[src/gpfm_pkg.sv]
`timescale 1ns / 1ps
// Package for the grid period frequency meter: shared constants, register
// indexes, controller states and the command/status/result structs.
// No dependencies.
package gpfm_pkg;

    localparam int COUNT_WIDTH_DEF = 32;

    // clock_hz * 100 fits in 39 bits (100 < 2^7)
    localparam int QUOT_W    = 39;
    localparam int DIV_CNT_W = $clog2(QUOT_W);
    localparam logic [DIV_CNT_W-1:0] DIV_LAST = DIV_CNT_W'(QUOT_W - 1);

    localparam int CFG_IDX_W  = 2;
    localparam int CFG_DATA_W = 32;

    localparam logic [31:0] CLOCK_HZ_RST = 32'd200000000;
    localparam logic [15:0] MIN_CENT_RST = 16'd4500;
    localparam logic [15:0] MAX_CENT_RST = 16'd7000;
    localparam logic [15:0] FREQ_SAT     = 16'hFFFF;

    typedef enum logic [CFG_IDX_W-1:0] {
        REG_CLOCK_HZ = 2'd0,
        REG_MIN_CENT = 2'd1,
        REG_MAX_CENT = 2'd2
    } cfg_reg_t;

    typedef enum logic [1:0] {
        ST_IDLE,
        ST_DIVIDE,
        ST_FINISH
    } ctrl_state_t;

    typedef struct packed {
        logic take;      // input item accepted this cycle
        logic div_load;  // accepted item is an evaluated edge: load divider
        logic div_step;  // one quotient bit
        logic div_done;  // quotient ready: update hold and emit result
    } ctrl_cmd_t;

    typedef struct packed {
        logic eval_edge; // pending input item needs a division
        logic div_last;  // divider on its final bit
    } dp_status_t;

    typedef struct packed {
        logic [15:0] freq_cent;
        logic [31:0] period_ticks;
        logic        cycle_boundary;
        logic        zero_cross;
        logic        freq_update;
    } result_t;

endpackage

[src/grid_period_frequency_meter.sv]
`timescale 1ns / 1ps
// Top level of the grid period frequency meter: controller, datapath and
// output buffer. Depends on gpfm_pkg, gpfm_ctrl, gpfm_dp, gpfm_outbuf.
//
//  channel  | handshake         | payload
//  ---------+-------------------+--------------------------------------------
//  input    | s_valid/s_ready   | s_signal_level
//  result   | m_valid/m_ready   | m_freq_cent, m_period_ticks, m_cycle_boundary,
//           |                   | m_zero_cross, m_freq_update
//  config   | cfg_wr_en         | cfg_addr, cfg_wdata
//
// One result per input item. For an item that is not an evaluated falling edge,
// the result is pushed when it is taken. An evaluated edge goes through load, the
// 39 restoring-divider quotient bits and finish; s_ready is low through finish.
// Reset is synchronous, active low; no clearing pass after reset.
// s_ready also drops while both the output register and skid entry are full.
module grid_period_frequency_meter #(
    parameter int COUNT_WIDTH = gpfm_pkg::COUNT_WIDTH_DEF
) (
    input  logic                            aclk,
    input  logic                            aresetn,
    input  logic                            cfg_wr_en,
    input  logic [gpfm_pkg::CFG_IDX_W-1:0]  cfg_addr,
    input  logic [gpfm_pkg::CFG_DATA_W-1:0] cfg_wdata,
    input  logic                            s_valid,
    output logic                            s_ready,
    input  logic                            s_signal_level,
    output logic                            m_valid,
    input  logic                            m_ready,
    output logic [15:0]                     m_freq_cent,
    output logic [31:0]                     m_period_ticks,
    output logic                            m_cycle_boundary,
    output logic                            m_zero_cross,
    output logic                            m_freq_update
);

    gpfm_pkg::ctrl_cmd_t  cmd;
    gpfm_pkg::dp_status_t status;
    gpfm_pkg::result_t    res_data;
    gpfm_pkg::result_t    m_data;
    logic                 res_push;
    logic                 out_full;

    gpfm_ctrl u_ctrl (
        .aclk     (aclk),
        .aresetn  (aresetn),
        .s_valid  (s_valid),
        .s_ready  (s_ready),
        .out_full (out_full),
        .status   (status),
        .cmd      (cmd)
    );

    gpfm_dp #(
        .COUNT_WIDTH (COUNT_WIDTH)
    ) u_dp (
        .aclk         (aclk),
        .aresetn      (aresetn),
        .cfg_wr_en    (cfg_wr_en),
        .cfg_addr     (cfg_addr),
        .cfg_wdata    (cfg_wdata),
        .signal_level (s_signal_level),
        .cmd          (cmd),
        .status       (status),
        .res_push     (res_push),
        .res_data     (res_data)
    );

    gpfm_outbuf u_outbuf (
        .aclk      (aclk),
        .aresetn   (aresetn),
        .push      (res_push),
        .push_data (res_data),
        .full      (out_full),
        .m_valid   (m_valid),
        .m_ready   (m_ready),
        .m_data    (m_data)
    );

    assign m_freq_cent      = m_data.freq_cent;
    assign m_period_ticks   = m_data.period_ticks;
    assign m_cycle_boundary = m_data.cycle_boundary;
    assign m_zero_cross     = m_data.zero_cross;
    assign m_freq_update    = m_data.freq_update;

endmodule

[src/gpfm_ctrl.sv]
`timescale 1ns / 1ps
// Controller state machine: input handshake and divider sequencing.
// Depends on gpfm_pkg.
module gpfm_ctrl (
    input  logic                aclk,
    input  logic                aresetn,
    input  logic                s_valid,
    output logic                s_ready,
    input  logic                out_full,
    input  gpfm_pkg::dp_status_t status,
    output gpfm_pkg::ctrl_cmd_t  cmd
);

    gpfm_pkg::ctrl_state_t state_reg, state_next;
    logic take;

    assign s_ready = (state_reg == gpfm_pkg::ST_IDLE) && !out_full;
    assign take    = s_valid && s_ready;

    always_ff @(posedge aclk) begin
        if (!aresetn) begin
            state_reg <= gpfm_pkg::ST_IDLE;
        end else begin
            state_reg <= state_next;
        end
    end

    always_comb begin
        state_next = state_reg;
        unique case (state_reg)
            gpfm_pkg::ST_IDLE: begin
                if (take && status.eval_edge) begin
                    state_next = gpfm_pkg::ST_DIVIDE;
                end
            end
            gpfm_pkg::ST_DIVIDE: begin
                if (status.div_last) begin
                    state_next = gpfm_pkg::ST_FINISH;
                end
            end
            gpfm_pkg::ST_FINISH: begin
                state_next = gpfm_pkg::ST_IDLE;
            end
            default: begin
                state_next = gpfm_pkg::ST_IDLE;
            end
        endcase
    end

    always_comb begin
        cmd = '0;
        unique case (state_reg)
            gpfm_pkg::ST_IDLE: begin
                cmd.take     = take;
                cmd.div_load = take && status.eval_edge;
            end
            gpfm_pkg::ST_DIVIDE: begin
                cmd.div_step = 1'b1;
            end
            gpfm_pkg::ST_FINISH: begin
                cmd.div_done = 1'b1;
            end
            default: begin
                cmd = '0;
            end
        endcase
    end

endmodule

[src/gpfm_dp.sv]
`timescale 1ns / 1ps
// Datapath: configuration registers, tick counter, edge detect, restoring
// divider and range check. Depends on gpfm_pkg.
module gpfm_dp #(
    parameter int COUNT_WIDTH = gpfm_pkg::COUNT_WIDTH_DEF
) (
    input  logic                                aclk,
    input  logic                                aresetn,
    input  logic                                cfg_wr_en,
    input  logic [gpfm_pkg::CFG_IDX_W-1:0]      cfg_addr,
    input  logic [gpfm_pkg::CFG_DATA_W-1:0]     cfg_wdata,
    input  logic                                signal_level,
    input  gpfm_pkg::ctrl_cmd_t                 cmd,
    output gpfm_pkg::dp_status_t                status,
    output logic                                res_push,
    output gpfm_pkg::result_t                   res_data
);

    localparam int QW = gpfm_pkg::QUOT_W;

    logic [31:0] clock_hz_reg;
    logic [15:0] min_cent_reg;
    logic [15:0] max_cent_reg;

    logic                   prev_level_reg;
    logic                   primed_reg;
    logic [COUNT_WIDTH-1:0] tick_count_reg, tick_count_next;
    logic [COUNT_WIDTH-1:0] period_reg;
    logic [15:0]            freq_hold_reg;

    logic [QW-1:0]                  dq_reg;
    logic [COUNT_WIDTH-1:0]         rem_reg;
    logic [gpfm_pkg::DIV_CNT_W-1:0] div_cnt_reg;

    logic          fall;
    logic [QW-1:0] scaled;
    logic [COUNT_WIDTH:0] rem_sh;
    logic [COUNT_WIDTH:0] rem_diff;
    logic          rem_ge;
    logic          range_ok;
    logic [15:0]   freq_sat;

    // ---------------- configuration ----------------
    always_ff @(posedge aclk) begin
        if (!aresetn) begin
            clock_hz_reg <= gpfm_pkg::CLOCK_HZ_RST;
            min_cent_reg <= gpfm_pkg::MIN_CENT_RST;
            max_cent_reg <= gpfm_pkg::MAX_CENT_RST;
        end else if (cfg_wr_en) begin
            unique case (cfg_addr)
                gpfm_pkg::REG_CLOCK_HZ: clock_hz_reg <= cfg_wdata;
                gpfm_pkg::REG_MIN_CENT: min_cent_reg <= cfg_wdata[15:0];
                gpfm_pkg::REG_MAX_CENT: max_cent_reg <= cfg_wdata[15:0];
                default: ;
            endcase
        end
    end

    // ---------------- edge detect and period ----------------
    assign tick_count_next = tick_count_reg + COUNT_WIDTH'(1);
    assign fall            = prev_level_reg && !signal_level;

    assign status.eval_edge = fall && primed_reg && (tick_count_next != '0);
    assign status.div_last  = (div_cnt_reg == gpfm_pkg::DIV_LAST);

    always_ff @(posedge aclk) begin
        if (!aresetn) begin
            prev_level_reg <= 1'b0;
            primed_reg     <= 1'b0;
            tick_count_reg <= '0;
            period_reg     <= '0;
            freq_hold_reg  <= '0;
        end else begin
            if (cmd.take) begin
                prev_level_reg <= signal_level;
                if (fall) begin
                    tick_count_reg <= '0;
                    primed_reg     <= 1'b1;
                    if (primed_reg) begin
                        period_reg <= tick_count_next;
                    end
                end else begin
                    tick_count_reg <= tick_count_next;
                end
            end
            if (cmd.div_done) begin
                freq_hold_reg <= range_ok ? freq_sat : 16'd0;
            end
        end
    end

    // ---------------- restoring divider: clock_hz*100 / period ----------------
    // x*100 = x*64 + x*32 + x*4
    assign scaled = (QW'(clock_hz_reg) << 6) + (QW'(clock_hz_reg) << 5)
                  + (QW'(clock_hz_reg) << 2);

    assign rem_sh   = {rem_reg, dq_reg[QW-1]};
    assign rem_diff = rem_sh - {1'b0, period_reg};
    assign rem_ge   = (rem_sh >= {1'b0, period_reg});

    always_ff @(posedge aclk) begin
        if (cmd.div_load) begin
            dq_reg      <= scaled;
            rem_reg     <= '0;
            div_cnt_reg <= '0;
        end else if (cmd.div_step) begin
            dq_reg      <= {dq_reg[QW-2:0], rem_ge};
            rem_reg     <= rem_ge ? rem_diff[COUNT_WIDTH-1:0] : rem_sh[COUNT_WIDTH-1:0];
            div_cnt_reg <= div_cnt_reg + gpfm_pkg::DIV_CNT_W'(1);
        end
    end

    // min <= scaled/period  <=>  q >= min
    // scaled <= period*max  <=>  q < max, or q == max with no remainder
    assign range_ok = (dq_reg >= QW'(min_cent_reg))
                   && ((dq_reg < QW'(max_cent_reg))
                       || ((dq_reg == QW'(max_cent_reg)) && (rem_reg == '0)));
    assign freq_sat = (dq_reg > QW'(gpfm_pkg::FREQ_SAT)) ? gpfm_pkg::FREQ_SAT
                                                         : dq_reg[15:0];

    // ---------------- result ----------------
    always_comb begin
        res_push = 1'b0;
        res_data.freq_cent      = freq_hold_reg;
        res_data.cycle_boundary = 1'b0;
        res_data.zero_cross     = 1'b0;
        res_data.freq_update    = 1'b0;
        // period register is already updated by the time any result is pushed,
        // except for a take of a zero-period edge, handled here
        res_data.period_ticks   = 32'(period_reg);
        if (cmd.take && fall && primed_reg) begin
            res_data.period_ticks = 32'(tick_count_next);
        end
        if (cmd.div_done) begin
            res_push                = 1'b1;
            res_data.freq_cent      = range_ok ? freq_sat : 16'd0;
            res_data.cycle_boundary = range_ok;
            res_data.zero_cross     = range_ok;
            res_data.freq_update    = 1'b1;
        end else if (cmd.take && !status.eval_edge) begin
            res_push                = 1'b1;
            res_data.cycle_boundary = fall && !primed_reg;
        end
    end

endmodule

[src/gpfm_outbuf.sv]
`timescale 1ns / 1ps
// Output register with a skid entry so an item can be taken while a result
// is still waiting downstream. Depends on gpfm_pkg.
module gpfm_outbuf (
    input  logic              aclk,
    input  logic              aresetn,
    input  logic              push,
    input  gpfm_pkg::result_t push_data,
    output logic              full,
    output logic              m_valid,
    input  logic              m_ready,
    output gpfm_pkg::result_t m_data
);

    logic              out_valid_reg;
    gpfm_pkg::result_t out_data_reg;
    logic              skid_valid_reg;
    gpfm_pkg::result_t skid_data_reg;
    logic              pop;

    assign pop     = out_valid_reg && m_ready;
    assign full    = skid_valid_reg;
    assign m_valid = out_valid_reg;
    assign m_data  = out_data_reg;

    always_ff @(posedge aclk) begin
        if (!aresetn) begin
            out_valid_reg  <= 1'b0;
            skid_valid_reg <= 1'b0;
        end else begin
            if (!out_valid_reg || pop) begin
                if (skid_valid_reg) begin
                    out_valid_reg  <= 1'b1;
                    skid_valid_reg <= push;
                end else begin
                    out_valid_reg <= push;
                end
            end else if (push) begin
                skid_valid_reg <= 1'b1;
            end
        end
    end

    always_ff @(posedge aclk) begin
        if (!out_valid_reg || pop) begin
            if (skid_valid_reg) begin
                out_data_reg <= skid_data_reg;
                if (push) begin
                    skid_data_reg <= push_data;
                end
            end else if (push) begin
                out_data_reg <= push_data;
            end
        end else if (push) begin
            skid_data_reg <= push_data;
        end
    end

endmodule

[config.mk]
export PLATFORM = sky130hd
export DESIGN_NAME = grid_period_frequency_meter
export DESIGN_NICKNAME = d
export VERILOG_FILES = /design/src/gpfm_pkg.sv /design/src/grid_period_frequency_meter.sv /design/src/gpfm_ctrl.sv /design/src/gpfm_dp.sv /design/src/gpfm_outbuf.sv
export SDC_FILE = /design/constraint.sdc
export NUM_CORES = 1
export LEC_CHECK = 0
export BUFFER_PORTS_ARGS = -buffer_cell sky130_fd_sc_hd__buf_2
export CORE_MARGIN = 2
export CORE_UTILIZATION = 55
export DETAILED_ROUTE_END_ITERATION = 10
export GPL_TIMING_DRIVEN = 0
export PLACE_DENSITY = 0.73
export SYNTH_ARGS = -nofsm -noshare
export SYNTH_HDL_FRONTEND = slang
export SYNTH_SLANG_ARGS = --single-unit
[constraint.sdc]
create_clock -name aclk -period 9.18 [get_ports aclk]
set_input_delay 0.918 -clock aclk [delete_from_list [all_inputs] [get_ports aclk]]
set_output_delay 0.918 -clock aclk [all_outputs]
set_load 0.02 [all_outputs]
After elaboration in Yosys (flattened, before gate mapping)
Cells that the tools add are included.
W data, S select, Z words.
{"block": "classes", "order_cmp": 4, "reduce_logical": 34, "muxes": 28, "n_eq_ne": 9, "addsub": 5}
{"cell": "$mux W51", "n": 5}
{"cell": "$mux W32", "n": 3}
{"cell": "$mux W39", "n": 2}
{"cell": "$mux W16", "n": 3}
{"cell": "$add A38 B37 Y39", "n": 1}
{"cell": "$add A39 B34 Y39", "n": 1}
{"cell": "$eq A39 B16 Y1", "n": 1}
{"cell": "$ge A39 B16 Y1", "n": 1}
{"cell": "$gt A39 B16 Y1 const B", "n": 1}
{"cell": "$lt A39 B16 Y1", "n": 1}
{"cell": "$ge A33 B32 Y1", "n": 1}
{"cell": "$add A32 B1 Y32 const B", "n": 1}
{"cell": "$logic_not A32 Y1", "n": 1}
{"cell": "$reduce_bool A32 Y1", "n": 1}
{"cell": "$sub A32 B32 Y32", "n": 1}
{"cell": "$logic_and A1 B1 Y1", "n": 13}
{"cell": "$reduce_and A2 Y1", "n": 6}
{"cell": "$mux W1", "n": 10}
{"cell": "$mux W2", "n": 4}
{"cell": "$add A6 B1 Y6 const B", "n": 1}
{"cell": "$eq A6 B6 Y1 const B", "n": 1}
{"cell": "$reduce_bool A2 Y1", "n": 3}
{"cell": "$logic_not A1 Y1", "n": 5}
{"cell": "$eq A2 B1 Y1 const B", "n": 2}
{"cell": "other kinds (7)", "n": 11}
{"block": "word_totals", "input_bits": 40, "register_bits": 329}

Logic depth before layout (Yosys ltp)
Gate-level depths: netlist (run 1).
{"block": "depth", "depth_word": 12, "mapped_depth": 15, "depth_no_buf": 13}

By module
Synthesis (run 1) repeated with hierarchy kept, for this count alone.
{"block": "hier_totals", "cells_unflattened": 1972, "area_unflattened_um2": 19384.8}
{"mod": "gpfm_dp", "area_each_um2": 15255.9, "seq_area_each_um2": 4854.7, "cells_each": 1792, "instances": 1}
{"mod": "gpfm_outbuf", "area_each_um2": 4018.9, "seq_area_each_um2": 3103.0, "cells_each": 170, "instances": 1}
{"mod": "gpfm_ctrl", "area_each_um2": 110.1, "seq_area_each_um2": 40.0, "cells_each": 10, "instances": 1}

Worst setup path after synthesis (run 1)
No wires, ideal clock.
{"block": "synth_timing", "kind": "reg-to-reg", "start": "register u_dp.tick_count_reg[0]", "end": "register u_outbuf.out_data_reg, in the netlist u_outbuf.m_data[0] (enable)", "t_arrival_ns": 5.698, "stages_incl_launch_ff": 13, "setup_slack_ns": 2.992, "period_less_slack_ns": 6.188, "n_path_buf": 2, "path_cell_list": "dfxtp_1 ha_1 buf_2 nand3_1 or4_1 buf_2 or3_1 xor2_1 nor3b_1 o2111ai_1 nor4_4 o21ai_1 a31oi_1"}
{"block": "synth_via", "elab_chain_cells": 9}
{"element": "from (decl)", "line": "gpfm_dp.sv:27", "rtl": "logic [COUNT_WIDTH-1:0] tick_count_reg, tick_count_next;"}
{"element": "from (signal assigned)", "line": "gpfm_dp.sv:83", "rtl": "tick_count_reg <= tick_count_next;"}
{"element": "$add A32 B1 Y32", "line": "gpfm_dp.sv:60", "rtl": "assign tick_count_next = tick_count_reg + COUNT_WIDTH'(1);"}
{"element": "$reduce_bool A32 Y1", "line": "gpfm_dp.sv:63", "rtl": "assign status.eval_edge = fall && primed_reg && (tick_count_next != '0);"}
{"element": "$logic_and A1 B1 Y1", "line": "gpfm_dp.sv:63"}
{"element": "$logic_not A1 Y1", "line": "gpfm_dp.sv:140", "rtl": "end else if (cmd.take && !status.eval_edge) begin"}
{"element": "$logic_and A1 B1 Y1", "line": "gpfm_dp.sv:140"}
{"element": "$mux W1", "line": "gpfm_dp.sv:140"}
{"element": "$mux W1", "line": "gpfm_dp.sv:134", "rtl": "if (cmd.div_done) begin"}
{"element": "$reduce_bool A2 Y1 (no source line)"}
{"element": "$reduce_and A2 Y1 (no source line)"}
{"element": "to (signal assigned)", "line": "gpfm_outbuf.sv:47", "rtl": "out_data_reg <= skid_data_reg;"}
{"element": "to (signal assigned)", "line": "gpfm_outbuf.sv:52", "rtl": "out_data_reg <= push_data;"}
{"element": "to (decl)", "line": "gpfm_outbuf.sv:16", "rtl": "gpfm_pkg::result_t out_data_reg;"}
Every way passes these cells.
A chain may end at the register's enable or synchronous reset.

==> results of run 1 <==
## metrics by stage
step | cells | setup WS (ns) | hold WS, ns | total power, mW | utilization (%)
global placement | 2457 | 0.774 | 0.453 | 2.22 | 58.6
finish | 2530 | 3.57 | 0.466 | 3.83 | 62.8
global route | 2530 | 3.25 | 0.484 | 3.98 | 62.8
CTS | 2529 | 3.55 | 0.466 | 3.85 | 62.8
floorplan | 1918 | 2.99 | 0.443 | 2.08 | -
detailed placement | 2459 | 3.62 | 0.458 | 2.24 | 58.7
## layout make-up
| type | count | area [um^2] | area share [%] |
|---|---|---|---|
| clock inverter | 20 | 280 | 1.34 |
| multi-input combinational | 1402 | 9750 | 46.6 |
| clock buffer | 50 | 1070 | 5.11 |
| inverter | 93 | 349 | 1.67 |
| sequential | 329 | 8000 | 38.3 |
| timing repair buffer | 93 | 503 | 2.41 |
| tap | 448 | 561 | 2.68 |
| buffer | 94 | 392 | 1.87 |
| antenna | 1 | 2.50 | 0.0120 |
## where the power goes
group / internal, mW / leakage (nW) / switching [mW]
Clock: 0.998 / 0.650 / 0.625
Combinational: 0.243 / 4.98 / 0.338
Sequential: 1.58 / 2.88 / 0.0511
## worst max path at each step
stage	from	end	slack, ns	cells after the start
5_1_grt	u_dp.tick_count_reg[0]$_SDFFE_PN0P_	u_outbuf.m_data[32]$_DFFE_PP_	3.25	13
6_report	u_dp.tick_count_reg[0]$_SDFFE_PN0P_	u_outbuf.skid_data_reg[14]$_DFFE_PP_	3.57	14
2_1_floorplan	u_dp.tick_count_reg[0]$_SDFFE_PN0P_	u_outbuf.m_data[0]$_DFFE_PP_	2.99	12
3_5_place_dp	u_dp.tick_count_reg[0]$_SDFFE_PN0P_	u_outbuf.skid_data_reg[14]$_DFFE_PP_	3.62	14
3_3_place_gp	u_dp.tick_count_reg[0]$_SDFFE_PN0P_	u_outbuf.m_data[22]$_DFFE_PP_	0.77	12
4_1_cts	u_dp.tick_count_reg[0]$_SDFFE_PN0P_	u_outbuf.skid_data_reg[14]$_DFFE_PP_	3.55	14
## worst reg2reg max path, cell delays in order, from the launching register on
cell       delay (ns)
dfxtp_1          0.48
ha_1             0.19
buf_2            0.16
nand3_1          0.23
or4_1            0.58
buf_2            0.20
or3_1            0.44
xor2_1           0.27
nor3b_1          0.26
o2111ai_1        0.21
nor4_4           0.83
o21ai_1          0.30
nand2_1          0.19
o21a_2           0.71
buf_16           0.26
## logic make-up after synthesis
| family | Yosys count | synth area share [%] |
|---|---|---|
| AND/OR/NAND/NOR | 637 | 16.7 |
| multiplexers | 105 | 6.18 |
| AO/OA/AOI/OAI | 431 | 15.0 |
| flip-flops | 329 | 43.3 |
| XOR/XNOR | 95 | 4.50 |
| buffers and inverters | 187 | 4.01 |
| adder cells (fa/ha/maj) | 134 | 10.3 |
## cell usage in the layout (no fill, tap or decap), drive strengths merged, types with 92 or more instances in the layout
cell / netlist / final
a21oi: 92 / 92
buf: 19 / 112
clkbuf: 75 / 125
dfxtp: 188 / 188
edfxtp: 141 / 141
ha: 104 / 104
inv: 92 / 95
nand2: 264 / 264
nor2: 97 / 97
o21ai: 98 / 98
## per-layer routing
metal	GRT usage [%]	wire (um)	share of wire (%)
met2	46.3	22800	47
met3	2.95	2410	5.0
met5	0	0	0
met1	36.3	21200	44
met4	9.86	1660	3.5
==> impl_metrics.py, run 1 <==
metrics = {
    "clock_tree": {
        "worstSkewPairLatency_ns": 0.54,
        "clkSinkCount": 329,
        "tritoncts": "yes",
        "cts.repair_timing.setup_buffer_count": 0,
        "cts_root_buf": "clkbuf_16",
        "cts_made_buffers": 38,
        "max-clock-path-buffers": 3,
        "clock_tree.htree_level_count": 2,
        "cts.clk_slew.worst_paths_ns": 0.06,
        "holdBufCountCts": 0,
        "post_cts_resize_count": 0,
    },
    "timing": {
        "finalCriticalPeriod_ns": 5.61,
        "total_negative_slack_ns": 0,
        "fin_worst_skew_ns": 0.0165,
        "max_freq_mhz": 178,
        "final_min_period_over_clock_period_pct": 61.1,
        "transition_time_at_the_pin_with_the_least_slew_margin_ns": 0.951,
        "final_max_slew_viol_count": 0,
        "timing.slew.headroom_pct": 36.1,
        "report.final.hold_viol_count": 0,
        "setup_viol_count_final": 0,
        "unrepaired_setup_endpoints_after_global_routing": "false",
    },
    "setup_path": {
        "worstRegToRegCells": 14,
        "path_delay_family": "simple AND/OR/NAND/NOR gates",
        "path_buf_inv": 3,
        "crit_arrival_ns": 5.84,
        "reg2reg_slack_ns": 3.57,
        "crit_required_ns": 9.41,
        "crit-reg2reg-launch": "u_dp.tick_count_reg[0]$_SDFFE_PN0P_",
        "crit_path_cell_trace": "ha_1, buf_2, nand3_1, or4_1, buf_2, or3_1, xor2_1, nor3b_1, o2111ai_1, nor4_4, o21ai_1, nand2_1, o21a_2, buf_16",
        "r2r-end": "u_outbuf.skid_data_reg[14]$_DFFE_PP_",
        "delay_of_the_slowest_cell_on_the_worst_path_ns": 0.83,
        "slowest_stage": "nor4_4",
        "worstPathMaxFanout": 29,
        "worst_setup_path_end_kind": "flip-flop",
        "critical_path_start_type": "flip-flop",
        "crit_path_frequent_cell": "buf_2",
        "path_class": "reg -> reg",
    },
    "global_routing": {
        "grt-ovfl-total": 0,
        "grt_start_max_net_pins": 40,
        "grt_pass1_vias": 14100,
        "global_route_wire_length_before_repair_um": 76300,
        "grt_antenna_before_repair": 1,
        "gr-usage-all-layers_pct": 27.3,
    },
    "finish": {
        "final_design_area_no_fill_um2": 20900,
        "finish.net_count": 2225,
        "proportion_of_layout_cells_with_a_drive_suffix_above_1_pct": 11.6,
        "flow.area_growth_from_synthesis_pct": 13.2,
        "fill_cells": 2810,
    },
    "detailed_routing": {
        "routedWlPerCell_um": 19.0,
        "viasPerCell": 5.79,
        "dr.pass1.iters": 5,
        "vias": 14700,
        "routed_wirelength_um": 48100,
        "drt-initial-drc-count": 850,
        "drc": 0,
        "ant_nets": 0,
    },
    "pwr": {
        "cell_pwr_density_nw_per_um2": 183,
        "leakage_nw": 8.51,
        "irDropWorstVdd_mv": 0.202,
    },
    "worst_hold_path": {
        "hold_path.startpoint": "u_dp.max_cent_reg[10]$_SDFFE_PN0P_",
        "worstHoldPathCells": 2,
        "worstHoldPathType": "reg -> reg",
        "hold-path-endpoint": "u_dp.max_cent_reg[10]$_SDFFE_PN0P_",
    },
    "floorplan": {
        "row_count": 67,
        "die-width_um": 187,
        "design.portCount": 93,
        "design.die.area_um2": 35100,
        "die_h_um": 187,
        "core_area_um2": 33300,
        "start_util_pct": 55.5,
    },
    "logic_synthesis": {
        "syn_inst": 1918,
        "syn_nets": 2092,
        "synth-async-reset-ratio_pct": 0,
        "synthesis.area_per_instance_um2": 9.63,
        "post_synth_main_area_contributors": "edfxtp_1 23%, dfxtp_1 20%, ha_1 7.0%",
        "netlist-cell-type-count": 78,
        "synth-edff-count": 141,
        "synthMostInstantiatedCell": "nand2_1",
        "synth.top_cell.area_share_pct": 22.9,
        "synth_warn": 0,
        "syn-cell-area_um2": 18500,
        "synth.ff_latch_count": 329,
        "post_synth_most_frequent_cells": "264 x nand2_1, 188 x dfxtp_1, 141 x edfxtp_1",
        "yosysTopAreaCell": "edfxtp_1",
        "synth_flop_cell": "dfxtp_1",
        "synth_sequential_area_ratio_pct": 43.3,
    },
    "run": {
        "number_of_violations_of_the_max_capacitance_limit": 0,
    },
    "run_status": {
        "result_of_the_run": "finished, final reports clean",
    },
    "placement": {
        "final_hpwl_from_detailed_placement_um": 36500,
        "placement.io_buffers": 91,
        "gp_congestion": 0.914,
        "post_dp_cell_area_um2": 19600,
    },
}
No activity file was read; power rests on OpenSTA's default activity.
==> inputs of run 2 (changes only) <==
- clock period: 9.18 -> 5.65 ns (I/O delays scaled with it)
==> run 2 against run 1 <==
  * Maximum frequency up 14%
  * Clock-buffer cell count grew 1
  * Power rose by 57%
  * Register-to-register slack lost 2.9 ns
  * Clock power grew 49%
  * Worst setup slack got worse by 2.9 ns
  * Sequential cell count is the same
  * Design area decreased by 0.60%
  * Largest cell class unchanged
==> impl_metrics.py, run 2 (synthesis results as in run 1) <==
metrics = {
    "run_status": {
        "result_of_the_run": "finished, final reports clean",
    },
    "setup_path": {
        "worstRegToRegCells": 15,
        "crit_required_ns": 5.82,
        "worst_setup_path_end_kind": "flip-flop",
        "reg2reg_slack_ns": 0.71,
        "crit-reg2reg-launch": "u_dp.tick_count_reg[0]$_SDFFE_PN0P_",
        "path_class": "reg -> reg",
        "critical_path_start_type": "flip-flop",
        "crit_path_end": "u_dp.dq_reg[11]$_DFFE_PP_",
        "crit_path_start": "u_dp.tick_count_reg[0]$_SDFFE_PN0P_",
        "worstPathMaxFanout": 39,
        "crit_arrival_ns": 5.11,
        "r2r-end": "u_dp.dq_reg[11]$_DFFE_PP_",
    },
    "finish": {
        "flow.area_growth_from_synthesis_pct": 12.5,
        "proportion_of_layout_cells_with_a_drive_suffix_above_1_pct": 11.6,
        "most_common_cell_after_layout_fill_and_taps_aside": "nand2_1",
        "commonest_cells_after_routing_fill_and_taps_aside": "264 x nand2_1, 188 x dfxtp_1, 141 x edfxtp_1",
        "fin_util_pct": 62.4,
        "finish.net_count": 2226,
    },
    "worst_hold_path": {
        "worstHoldPathType": "in -> reg",
    },
    "detailed_routing": {
        "vias": 14700,
        "drt-initial-drc-count": 976,
        "routedWlPerCell_um": 19.0,
        "viasPerCell": 5.83,
        "routed_wirelength_um": 48000,
        "ant_nets": 0,
        "drc": 0,
        "dr.pass1.iters": 7,
    },
    "placement": {
        "final_hpwl_from_detailed_placement_um": 36000,
        "detailedPlace.worstSlack_ns": 0.0827,
        "gp_congestion": 0.913,
        "placement.io_buffers": 91,
    },
    "global_routing": {
        "global_route_wire_length_before_repair_um": 76300,
        "gr-max-usage-layer": "met2",
        "grt_pass1_vias": 14200,
        "gr-usage-all-layers_pct": 27.2,
        "grt_antenna_before_repair": 1,
        "grt-ovfl-total": 0,
        "gr-usage-met3_pct": 4.03,
        "grt_start_max_net_pins": 40,
        "use_met1_pct": 36.0,
        "grt_util_met2_pct": 45.6,
    },
    "clock_tree": {
        "tritoncts": "yes",
        "max-clock-path-buffers": 3,
        "clkSinkCount": 329,
        "cts.clk_slew.worst_paths_ns": 0.06,
        "clock_tree.htree_level_count": 2,
        "cts_root_buf": "clkbuf_16",
        "post_cts_resize_count": 0,
        "worstSkewPairLatency_ns": 0.54,
        "cts_made_buffers": 37,
        "holdBufCountCts": 0,
        "cts.repair_timing.setup_buffer_count": 0,
    },
    "floorplan": {
        "die_h_um": 187,
        "design.die.area_um2": 35100,
        "row_count": 67,
        "design.portCount": 93,
        "core_area_um2": 33300,
        "start_util_pct": 55.5,
        "die-width_um": 187,
    },
    "timing": {
        "setup_viol_count_final": 0,
        "fin_worst_skew_ns": 0.0205,
        "transition_time_at_the_pin_with_the_least_slew_margin_ns": 1.00,
        "max_freq_mhz": 203,
        "hold_ws_ns": 0.239,
        "finalCriticalPeriod_ns": 4.94,
        "final_max_slew_viol_count": 0,
        "timing.slew.headroom_pct": 33.1,
        "finalWorstSetupSlack_ns": 0.713,
        "unrepaired_setup_endpoints_after_global_routing": "false",
        "final_min_period_over_clock_period_pct": 87.4,
        "report.final.hold_viol_count": 0,
    },
    "run": {
        "number_of_violations_of_the_max_capacitance_limit": 0,
    },
    "pwr": {
        "irDropWorstVdd_mv": 0.227,
        "leakage_nw": 8.46,
        "cell_pwr_density_nw_per_um2": 289,
    },
}
## run 2: cell count changes in the layout (fill, tap and decap cells not counted), moves of 2 or more
cell / before / now
bufinv_16: 6 / 2
clkbuf_1: 82 / 84
clkbuf_16: 40 / 38
clkinv_2: 5 / 7
clkinv_4: 0 / 2
clkinvlp_4: 4 / 2
## run 2: power breakdown
| group | internal [mW] | switching [mW] | total (mW) |
|---|---|---|---|
| registers | 2.57 | 0.0829 | 2.65 |
| clock network | 1.39 | 1.02 | 2.41 |
| logic | 0.395 | 0.552 | 0.947 |
## run 2: final cells by class
| class | count | area (um^2) |
|---|---|---|
| clock inverter | 17 | 176 |
| sequential | 329 | 8000 |
| multi-input combinational | 1403 | 9760 |
| buffer | 94 | 392 |
| antenna | 1 | 2.50 |
| inverter | 93 | 349 |
| fill | 2853 | 12500 |
| tap | 448 | 561 |
| clock buffer | 51 | 1030 |
| timing repair buffer | 94 | 503 |
## run 2: routing by layer
metal / part of all wire (%) / routed length [um]
met1: 43 / 20900
met2: 47 / 22800
met3: 5.9 / 2850
met4: 3.2 / 1540
met5: 0 / 0
## run 2: worst min path at each step
stage,cells past startpoint,slack (ns),start,to
after floorplan,2,0.44,u_dp.max_cent_reg[10]$_SDFFE_PN0P_,u_dp.max_cent_reg[10]$_SDFFE_PN0P_
after global placement,2,0.45,u_dp.max_cent_reg[10]$_SDFFE_PN0P_,u_dp.max_cent_reg[10]$_SDFFE_PN0P_
after detailed placement,2,0.46,u_dp.min_cent_reg[5]$_SDFFE_PN0P_,u_dp.min_cent_reg[5]$_SDFFE_PN0P_
after CTS,3,0.22,cfg_wdata[25],u_dp.clock_hz_reg[25]$_SDFFE_PN1P_
after global routing,3,0.24,cfg_wdata[24],u_dp.clock_hz_reg[24]$_SDFFE_PN1P_
final,3,0.24,cfg_wdata[24],u_dp.clock_hz_reg[24]$_SDFFE_PN1P_
## run 2: stage by stage
stage	cells	cell area [um^2]	power [mW]	TNS, ns
after floorplan	1918	18500	3.38	0
after global placement	2457	19500	3.60	-105.58
after detailed placement	2459	19500	3.63	0
after CTS	2527	20800	6.02	0
after global routing	2530	20800	6.24	0
final	2530	20800	6.00	0
## run 2: critical path, stage by stage, from the launching register on
cell and delay, ns:
dfxtp_1 0.47, ha_1 0.18, buf_2 0.17, nand3_1 0.23, or4_1 0.56, buf_2 0.19, or3_1 0.44, xor2_1 0.28
nor3b_1 0.28, o2111ai_1 0.21, nor4_4 0.36, buf_4 0.28, nor2_2 0.07, buf_6 0.16, nor2_1 0.28, inv_2 0.39
==> inputs of run 3 (changes only) <==
- CORE_MARGIN: 2 -> unset
==> run 3 against run 2 <==
  * Global-route usage up 1.9 points
  * Largest cell class unchanged
  * Critical path depth is 1 lower
  * Combinational power hardly changed
  * Hold slack worse by 0.013 ns
  * Clock power increased by 2%
==> impl_metrics.py, run 3 (synthesis results as in run 1) <==
metrics = {
    "worst_hold_path": {
        "hold-path-endpoint": "u_dp.clock_hz_reg[23]$_SDFFE_PN1P_",
        "worstHoldPathType": "in -> reg",
        "hold_path.startpoint": "cfg_wdata[23]",
        "worstHoldPathCells": 3,
    },
    "timing": {
        "transition_time_at_the_pin_with_the_least_slew_margin_ns": 1.15,
        "timing.slew.headroom_pct": 23.2,
        "final_max_slew_viol_count": 0,
        "setup_viol_count_final": 0,
        "report.final.hold_viol_count": 0,
        "unrepaired_setup_endpoints_after_global_routing": "false",
        "fin_worst_skew_ns": 0.0290,
        "final_min_period_over_clock_period_pct": 89.5,
        "finalWorstSetupSlack_ns": 0.596,
        "max_freq_mhz": 198,
        "finalCriticalPeriod_ns": 5.05,
    },
    "clock_tree": {
        "cts.repair_timing.setup_buffer_count": 0,
        "cts_root_buf": "clkbuf_16",
        "tritoncts": "yes",
        "worstSkewPairLatency_ns": 0.56,
        "clkSinkCount": 329,
        "post_cts_resize_count": 0,
        "max-clock-path-buffers": 3,
        "cts.clk_slew.worst_paths_ns": 0.06,
        "cts_made_buffers": 38,
        "clock_tree.htree_level_count": 2,
        "holdBufCountCts": 0,
    },
    "floorplan": {
        "start_util_pct": 56.3,
        "design.portCount": 93,
        "row_count": 66,
        "core_area_um2": 32800,
        "die_h_um": 185,
        "die-width_um": 185,
        "design.die.area_um2": 34300,
    },
    "pwr": {
        "irDropWorstVdd_mv": 0.217,
        "net-switching-power_mw": 1.66,
        "power.share.combinational_pct": 15.6,
        "p_int_mw": 4.40,
        "p_sw_share_pct": 27.4,
        "leakage_nw": 8.49,
        "sequentialPowerShare_pct": 43.7,
        "power_mw": 6.06,
        "cell_pwr_density_nw_per_um2": 291,
        "pwr-share-clk_pct": 40.7,
    },
    "run": {
        "number_of_violations_of_the_max_capacitance_limit": 0,
    },
    "setup_path": {
        "worstRegToRegCells": 14,
        "crit_arrival_ns": 5.29,
        "path_class": "reg -> reg",
        "crit_path_cell_trace": "ha_1, buf_2, nand3_1, or4_1, buf_2, or3_1, xor2_1, nor3b_1, o2111ai_1, nor4_4, o21ai_1, nand2_1, o21a_2, buf_12",
        "crit_required_ns": 5.88,
        "delay_of_the_slowest_cell_on_the_worst_path_ns": 0.60,
        "slowest_stage": "o21a_2",
        "crit_path_frequent_cell": "buf_2",
        "worst_setup_path_end_kind": "flip-flop",
        "worstPathMaxFanout": 28,
        "crit-reg2reg-launch": "u_dp.tick_count_reg[0]$_SDFFE_PN0P_",
        "critical_path_start_type": "flip-flop",
        "r2r-end": "u_outbuf.skid_data_reg[26]$_DFFE_PP_",
        "reg2reg_slack_ns": 0.60,
    },
    "global_routing": {
        "grt-ovfl-total": 0,
        "global_route_wire_length_before_repair_um": 76900,
        "grt_antenna_before_repair": 2,
        "gr-usage-all-layers_pct": 29.2,
        "grt_pass1_vias": 14100,
        "grt_start_max_net_pins": 30,
    },
    "finish": {
        "commonest_cells_after_routing_fill_and_taps_aside": "264 x nand2_1, 188 x dfxtp_1, 141 x edfxtp_1",
        "layout.cells.non_filler": 2527,
        "final_design_area_no_fill_um2": 20800,
        "most_common_cell_after_layout_fill_and_taps_aside": "nand2_1",
        "finish.net_count": 2229,
        "proportion_of_layout_cells_with_a_drive_suffix_above_1_pct": 11.4,
        "flow.area_growth_from_synthesis_pct": 12.8,
    },
    "placement": {
        "post_dp_cell_area_um2": 19600,
        "detailedPlace.worstSlack_ns": 0.0607,
        "dpl.cell_count": 2454,
        "gp_congestion": 0.935,
        "placement.io_buffers": 91,
        "final_hpwl_from_detailed_placement_um": 36900,
    },
    "detailed_routing": {
        "maxUsedRoutingLayer": "met5",
        "drc": 0,
        "detailroute.wirelength.met3_um": 2930,
        "dr.pass1.iters": 5,
        "wl_met1_um": 21400,
        "drt-initial-drc-count": 1022,
        "ant_nets": 0,
        "routedWlPerCell_um": 19.5,
        "vias": 14700,
        "routed_wirelength_um": 49300,
        "wl_met2_um": 22900,
        "viasPerCell": 5.80,
    },
    "run_status": {
        "result_of_the_run": "finished, final reports clean",
    },
}
==> run 3: cell types whose count changed in the layout (fill, tap and decap cells not counted), sizes merged <==
cell      change
clkbuf        +4
clkinv        -3
buf           +2
clkinvlp      -2
bufinv        +1
inv           +1
==> run 3: how the worst max path moves through the flow <==
stage          cells after the start                           startpoint                                    to  slack [ns]
3_3_place_gp                      12  u_dp.tick_count_reg[0]$_SDFFE_PN0P_          u_outbuf.m_data[5]$_DFFE_PP_       -1.29
3_5_place_dp                      13  u_dp.tick_count_reg[0]$_SDFFE_PN0P_          u_outbuf.m_data[5]$_DFFE_PP_        0.06
4_1_cts                           13  u_dp.tick_count_reg[0]$_SDFFE_PN0P_          u_outbuf.m_data[6]$_DFFE_PP_      0.0003
6_report                          14  u_dp.tick_count_reg[0]$_SDFFE_PN0P_  u_outbuf.skid_data_reg[26]$_DFFE_PP_        0.60
2_1_floorplan                     12  u_dp.tick_count_reg[0]$_SDFFE_PN0P_          u_outbuf.m_data[0]$_DFFE_PP_        0.50
5_1_grt                           14  u_dp.tick_count_reg[0]$_SDFFE_PN0P_  u_outbuf.skid_data_reg[20]$_DFFE_PP_        0.39
==> run 3: cell type report <==
type | count | area (um^2)
Clock buffer | 55 | 1040
Fill cell | 2796 | 12000
Timing Repair Buffer | 96 | 538
Tap cell | 442 | 553
Inverter | 93 | 349
Clock inverter | 14 | 191
Multi-Input combinational cell | 1403 | 9760
Sequential cell | 329 | 8000
Buffer | 94 | 392
Antenna cell | 1 | 2.50
==> run 3: critical path: cells and delay by family (launching register included) <==
| family | cells | cell delay [ns] |
|---|---|---|
| buffers and inverters | 3 | 0.66 |
| flip-flops | 1 | 0.49 |
| adder cells (fa/ha/maj) | 1 | 0.19 |
| AND/OR/NAND/NOR | 6 | 2.04 |
| AO/OA/AOI/OAI | 3 | 1.05 |
| XOR/XNOR | 1 | 0.30 |
==> run 3: power by group through the flow <==
stage	Clock (mW)	Sequential, mW	Combinational (mW)
3_5_place_dp	0	2.70	0.931
3_3_place_gp	0	2.70	0.905
4_1_cts	2.50	2.65	0.939
5_1_grt	2.59	2.66	1.05
2_1_floorplan	0	2.71	0.673
6_report	2.47	2.65	0.949
==> run 3: per-stage QoR <==
stage	hold WS (ns)	utilization, %	setup TNS (ns)
6_report	0.226	63.5	0
5_1_grt	0.219	63.5	0
4_1_cts	0.212	63.4	0
3_5_place_dp	0.459	59.7	0
3_3_place_gp	0.452	59.4	-102.42
2_1_floorplan	0.443	-	0
==> run 3: metal layers <==
layer / GRT usage [%] / vias to the layer above
li1: - / 7096
met1: 38.7 / 6998
met2: 47.1 / 454
met3: 4.52 / 108
met4: 12.7 / 2
met5: 0 / -
